**src/hw/rtl/saw_pkg.sv**
```systemverilog
// ----------------------------------------------------------------------------
// saw_pkg
// Shared types, constants and the letter classifier for the sliding window
// anagram counter.
// ----------------------------------------------------------------------------
package saw_pkg;

  localparam int WINDOW_MAX_DEF = 4096;
  localparam int ALPHABET_SIZE  = 52;
  localparam int LOWER_COUNT    = 26;
  localparam int SLOT_W         = 6;
  localparam int CHAR_W         = 8;
  localparam int LEN_W          = 13;
  localparam int HIST_W         = 13;
  localparam int COUNT_W        = 24;
  localparam int MID_DEPTH      = 2;
  localparam int OUT_DEPTH      = 4;

  localparam logic [HIST_W-1:0]  HIST_MAX  = '1;
  localparam logic [LEN_W-1:0]   SEEN_MAX  = '1;
  localparam logic [COUNT_W-1:0] COUNT_MAX = '1;

  localparam logic [CHAR_W-1:0] CH_LC_A = 8'h61;
  localparam logic [CHAR_W-1:0] CH_LC_Z = 8'h7a;
  localparam logic [CHAR_W-1:0] CH_UC_A = 8'h41;
  localparam logic [CHAR_W-1:0] CH_UC_Z = 8'h5a;

  typedef enum logic [1:0] {
    KIND_PATTERN = 2'd0,
    KIND_TEXT    = 2'd1,
    KIND_CLEAR   = 2'd2
  } kind_e;

  // what the back end has to do with an item
  typedef enum logic [1:0] {
    OP_NONE,
    OP_PATTERN,
    OP_TEXT,
    OP_CLEAR
  } op_e;

  typedef struct packed {
    logic [1:0]        kind;
    logic [CHAR_W-1:0] char_byte;
  } in_item_t;

  typedef struct packed {
    logic               window_full;
    logic               is_match;
    logic [COUNT_W-1:0] match_count;
  } res_t;

  typedef struct packed {
    logic              valid;
    logic [SLOT_W-1:0] idx;
  } slot_t;

  typedef struct packed {
    op_e               op;
    slot_t             slot;
    logic [CHAR_W-1:0] char_byte;
  } op_item_t;

  typedef struct packed {
    logic              clear;
    logic              pat_en;
    logic              win_dec;
    logic              win_inc;
    logic [SLOT_W-1:0] inc_idx;
    logic [SLOT_W-1:0] dec_idx;
  } hist_op_t;

  // a..z to 0..25, A..Z to 26..51, anything else has no slot
  function automatic slot_t letter_slot(logic [CHAR_W-1:0] b);
    slot_t s;
    s.valid = 1'b1;
    s.idx   = '0;
    if (b >= CH_LC_A && b <= CH_LC_Z) begin
      s.idx = SLOT_W'(b - CH_LC_A);
    end else if (b >= CH_UC_A && b <= CH_UC_Z) begin
      s.idx = SLOT_W'(b - CH_UC_A) + SLOT_W'(LOWER_COUNT);
    end else begin
      s.valid = 1'b0;
    end
    return s;
  endfunction

endpackage

```
**src/hw/rtl/saw_fifo.sv**
```systemverilog
// ----------------------------------------------------------------------------
// saw_fifo
// Small register queue with occupancy count.
// ----------------------------------------------------------------------------
module saw_fifo #(
  parameter type item_t = logic,
  parameter int  DEPTH  = 2
) (
  input  logic                         clk_i,
  input  logic                         rst_ni,
  input  logic                         push_i,
  input  item_t                        data_i,
  output logic                         full_o,
  input  logic                         pop_i,
  output item_t                        data_o,
  output logic                         empty_o,
  output logic [$clog2(DEPTH+1)-1:0]   count_o
);

  localparam int PW = (DEPTH > 1) ? $clog2(DEPTH) : 1;
  localparam int CW = $clog2(DEPTH+1);

  item_t          mem_q [DEPTH];
  logic [PW-1:0]  wr_q, wr_d, rd_q, rd_d;
  logic [CW-1:0]  cnt_q, cnt_d;
  logic           do_push, do_pop;

  assign full_o  = (cnt_q == CW'(DEPTH));
  assign empty_o = (cnt_q == '0);
  assign count_o = cnt_q;
  assign data_o  = mem_q[rd_q];
  assign do_push = push_i && !full_o;
  assign do_pop  = pop_i && !empty_o;

  always_comb begin
    wr_d  = wr_q;
    rd_d  = rd_q;
    cnt_d = cnt_q;
    if (do_push) begin
      wr_d = (wr_q == PW'(DEPTH-1)) ? '0 : wr_q + 1'b1;
    end
    if (do_pop) begin
      rd_d = (rd_q == PW'(DEPTH-1)) ? '0 : rd_q + 1'b1;
    end
    if (do_push && !do_pop) begin
      cnt_d = cnt_q + 1'b1;
    end else if (do_pop && !do_push) begin
      cnt_d = cnt_q - 1'b1;
    end
  end

  always_ff @(posedge clk_i or negedge rst_ni) begin
    if (!rst_ni) begin
      wr_q  <= '0;
      rd_q  <= '0;
      cnt_q <= '0;
    end else begin
      wr_q  <= wr_d;
      rd_q  <= rd_d;
      cnt_q <= cnt_d;
    end
  end

  always_ff @(posedge clk_i) begin
    if (do_push) begin
      mem_q[wr_q] <= data_i;
    end
  end

endmodule

```
**src/hw/rtl/saw_front.sv**
```systemverilog
// ----------------------------------------------------------------------------
// saw_front
// Accepts input items, classifies kind and letter, and queues them for the
// back end.
// ----------------------------------------------------------------------------
module saw_front (
  input  logic              clk_i,
  input  logic              rst_ni,
  input  logic              push,
  input  saw_pkg::in_item_t in_item_i,
  output logic              full,
  input  logic              mid_pop_i,
  output saw_pkg::op_item_t mid_item_o,
  output logic              mid_empty_o
);

  import saw_pkg::*;

  op_item_t cls;
  slot_t    slot;

  assign slot = letter_slot(in_item_i.char_byte);

  always_comb begin
    cls.slot      = slot;
    cls.char_byte = in_item_i.char_byte;
    unique case (in_item_i.kind)
      KIND_PATTERN: cls.op = slot.valid ? OP_PATTERN : OP_NONE;
      KIND_TEXT:    cls.op = OP_TEXT;
      KIND_CLEAR:   cls.op = OP_CLEAR;
      default:      cls.op = OP_NONE;
    endcase
  end

  saw_fifo #(
    .item_t (op_item_t),
    .DEPTH  (MID_DEPTH)
  ) u_mid_q (
    .clk_i   (clk_i),
    .rst_ni  (rst_ni),
    .push_i  (push),
    .data_i  (cls),
    .full_o  (full),
    .pop_i   (mid_pop_i),
    .data_o  (mid_item_o),
    .empty_o (mid_empty_o),
    .count_o ()
  );

endmodule

```
**config.mk**
```make
export PLATFORM = sky130hd
export DESIGN_NAME = saw_front
export DESIGN_NICKNAME = d
export VERILOG_FILES = /design/src/hw/rtl/saw_pkg.sv /design/src/hw/rtl/saw_fifo.sv /design/src/hw/rtl/saw_front.sv
export SDC_FILE = /design/constraint.sdc
export NUM_CORES = 1
export LEC_CHECK = 0
export BUFFER_PORTS_ARGS = -buffer_cell sky130_fd_sc_hd__buf_2
export CELL_PAD_IN_SITES_DETAIL_PLACEMENT = 1
export CELL_PAD_IN_SITES_GLOBAL_PLACEMENT = 1
export CORE_MARGIN = 1
export CORE_UTILIZATION = 30
export DETAILED_ROUTE_END_ITERATION = 10
export GPL_TIMING_DRIVEN = 0
export PLACE_DENSITY = 0.56
export SYNTH_ARGS = -nofsm -noshare
export SYNTH_HDL_FRONTEND = slang
export SYNTH_SLANG_ARGS = --single-unit
```
**constraint.sdc**
```tcl
create_clock -name clk_i -period 2.48 [get_ports clk_i]
set_input_delay 0.62 -clock clk_i [delete_from_list [all_inputs] [get_ports clk_i]]
set_output_delay 0.62 -clock clk_i [all_outputs]
set_load 0.01 [all_outputs]
```
==> impl_metrics.tcl <==
set metrics [dict create \
    status "complete, no violations" \
    critPathMaxFanout 10 \
    synth-edff-count 34 \
    grt_pass1_vias 1233 \
    start_kind "primary input" \
    async_flop_share_pct 10.53 \
    grt_max_degree 18 \
    hold_viol_final 0 \
    fin_ws_ns 0.1558 \
    seq_area_frac_synth_pct 60.66 \
    totalPowerFinal_mw 2.098 \
    ios 33 \
    clkLatencyLatePin_ns 0.29 \
    max_freq_mhz 430.3 \
    area_growth_pct 18.75 \
    fin_worst_skew_ns 0.004340 \
    syn-num-nets 151 \
    cts_buffers 5 \
    comb_power_share_pct 32.6 \
    grt_use_total_pct 12.81 \
    antenna_found_initial 0 \
    max-slew-margin-rel_pct 35.70 \
    antenna_cells 0 \
    fin_cells 245 \
    core_area_mm2 0.005921 \
    slew_viol_final 0 \
    synth_warnings 0 \
    drt_iter0_markers 35 \
    cts_setup_buffers 0 \
    cts_root_buffer "clkbuf_8" \
    cts.clk_slew.worst_paths_ns 0.07 \
    holdCritPathClass "in2async" \
    finalCritPeriodShare_pct 93.72 \
    r2r_setup_slack_ns 0.64 \
    gp_congestion 0.8922 \
    register_area_mm2 0.001122 \
    clockPowerShare_pct 20.6 \
    ys_types 37 \
    reg2reg_from "u_mid_q.count_o[0]" \
    synth_cells 131 \
    r2r-end "u_mid_q.mem_q[0][9]" \
    multi_input_area_um2 661.9 \
    drive_gt1_share_pct 42.35 \
    synth_top_area_share_pct 55.25 \
    avgSynthCellArea_um2 14.11 \
    powerDensity_mw_per_mm2 955.8 \
    wl_per_cell_um 15.14 \
    synth.area.top_cells "edfxtp_1 55%, mux2_2 10%, dfrtp_1 5.4%" \
    synth_top_cells_by_count "34 x edfxtp_1, 17 x mux2_2, 8 x a21oi_1, 8 x inv_1" \
    hold_slack_ns 0.1243 \
    p_sw_uw 657.6 \
    cts_resized 1 \
    worst-r2r-cell-count 3 \
    p_int_mw 1.440 \
    cap_viol_max_count 0 \
    cts.sinks 38 \
    dp.cells 238 \
    endpoint_kind "register" \
    ys.flop_type "edfxtp_1" \
    nFillCells 651 \
    cts_tree "yes" \
    worst_slew_pin_slew_ns 0.9635 \
    ys_seq_elements 38 \
    io_buffers 32 \
    dp_slack_ns -0.1328 \
    rsz0062_at_grt "false" \
    routed_wl_um 3709 \
    dr.pass1.iters 4 \
    final.min_clock_period_ns 2.324 \
    p_leak_nw 0.8578 \
    post_drt_via_cell_ratio 4.878 \
    die_y_um 80.49 \
    rows 28 \
    setup_violations 0 \
    arrival_ns 2.35 \
    start_util_pct 31.21 \
    p_seq_share_pct 46.8 \
    drc 0 \
    peakVddDrop_v 0.0004204 \
    vias 1195 \
    h-tree-depth 2 \
    antenna_left 0 \
    critPathRequiredTime_ns 2.51 \
    worst-setup-path-type "in2reg" \
    cts_buffer_depth 2 \
    synth_most_common_cell "edfxtp_1" \
    die_w_um 80.49 \
    dieArea_mm2 0.006478 \
    layout.nets 189 \
    power.switching_fraction_pct 31.35 \
    grt_pass1_wl_um 6120 \
    yosys.area.top_type "edfxtp_1" \
    hold_buffers 0 \
    netlist_area_mm2 0.001848 \
    grt-ovfl-total 0 \
    hpwl_um 2661 \
]
[state kept, by name (all words and copies together) (netlist names)]
register         count
u_mid_q.wr_q         1
u_mid_q.mem_q       34
u_mid_q.count_o      2
u_mid_q.rd_q         1
[placed cells by master (no fill, tap or decap), drive strengths merged, types with 2 or more instances in the layout]
cell type	instances
nor4	2
nand3	3
or3b	2
dfrtp	4
xnor2	3
buf	35
a21oi	8
ha	6
inv	8
and3	2
mux2	17
o21ai	5
nor3	2
xor2	2
clkbuf	8
a31oi	2
edfxtp	34
nand2	6
nor2	6
[cell type report]
class                   count  share of cell area, %
well taps                  75                  4.276
repair buffers             32                  7.298
clock inverters             1                 0.2281
plain buffers               4                  1.596
clock buffers               7                  3.934
flip-flops and latches     38                  51.14
multi-input cells          80                  30.16
inverters                   8                  1.368
[metrics by stage]
stage / TNS [ns] / instance area, µm² / utilization [%]
4_1_cts: 0 / 2193 / 37.05
3_3_place_gp: -0.9593 / 2102 / 35.50
5_1_grt: 0 / 2195 / 37.07
2_1_floorplan: 0 / 1848 / -
3_5_place_dp: -1.303 / 2105 / 35.55
6_report: 0 / 2195 / 37.07
[worst max-delay path: stages]
cell and delay, ns:
buf_2 0.16, inv_1 0.12, ha_1 0.24, or4b_4 0.51, o21ai_4 0.19, or3_2 0.20, a21oi_1 0.05, o31a_1 0.27
[worst max-delay path by stage]
stage / from / endpoint / cells past startpoint
2_1_floorplan: in_item_i[0] / u_mid_q.mem_q[0][11] / 8
3_3_place_gp: in_item_i[0] / u_mid_q.mem_q[0][11] / 8
3_5_place_dp: in_item_i[0] / u_mid_q.mem_q[0][11] / 8
4_1_cts: u_mid_q.rd_q / mid_item_o[9] / 3
5_1_grt: in_item_i[0] / u_mid_q.mem_q[1][10] / 8
6_report: in_item_i[0] / u_mid_q.mem_q[0][11] / 8
[kinds of logic after synthesis]
family,Yosys count,share of synthesized area [%]
flops,38,60.66
mux,18,10.90
fa+ha+maj,6,4.062
compound gates,22,9.140
simple gates,29,9.208
xor+xnor,5,2.370
buf+inv,13,3.656
[layer usage]
metal  part of all wire [%]  global-route usage (%)  vias to the layer above
li1                       -                       -                      565
met3                    4.3                   3.182                        6
met1                     42                   15.06                      594
met5                      0                       0                        -
met2                     52                   22.20                       30
met4                    1.8                   5.000                        0
[power by group through the flow]
stage                     Clock [mW]  Sequential [mW]  Combinational (mW)
final                          0.432            0.981               0.685
after detailed placement           0            0.966               0.741
after floorplan                    0            0.944               0.486
after global routing           0.476             1.00               0.752
after CTS                      0.443            0.985               0.707
after global placement             0            0.954               0.718
Note: power is estimated with default switching activity, not from simulation.
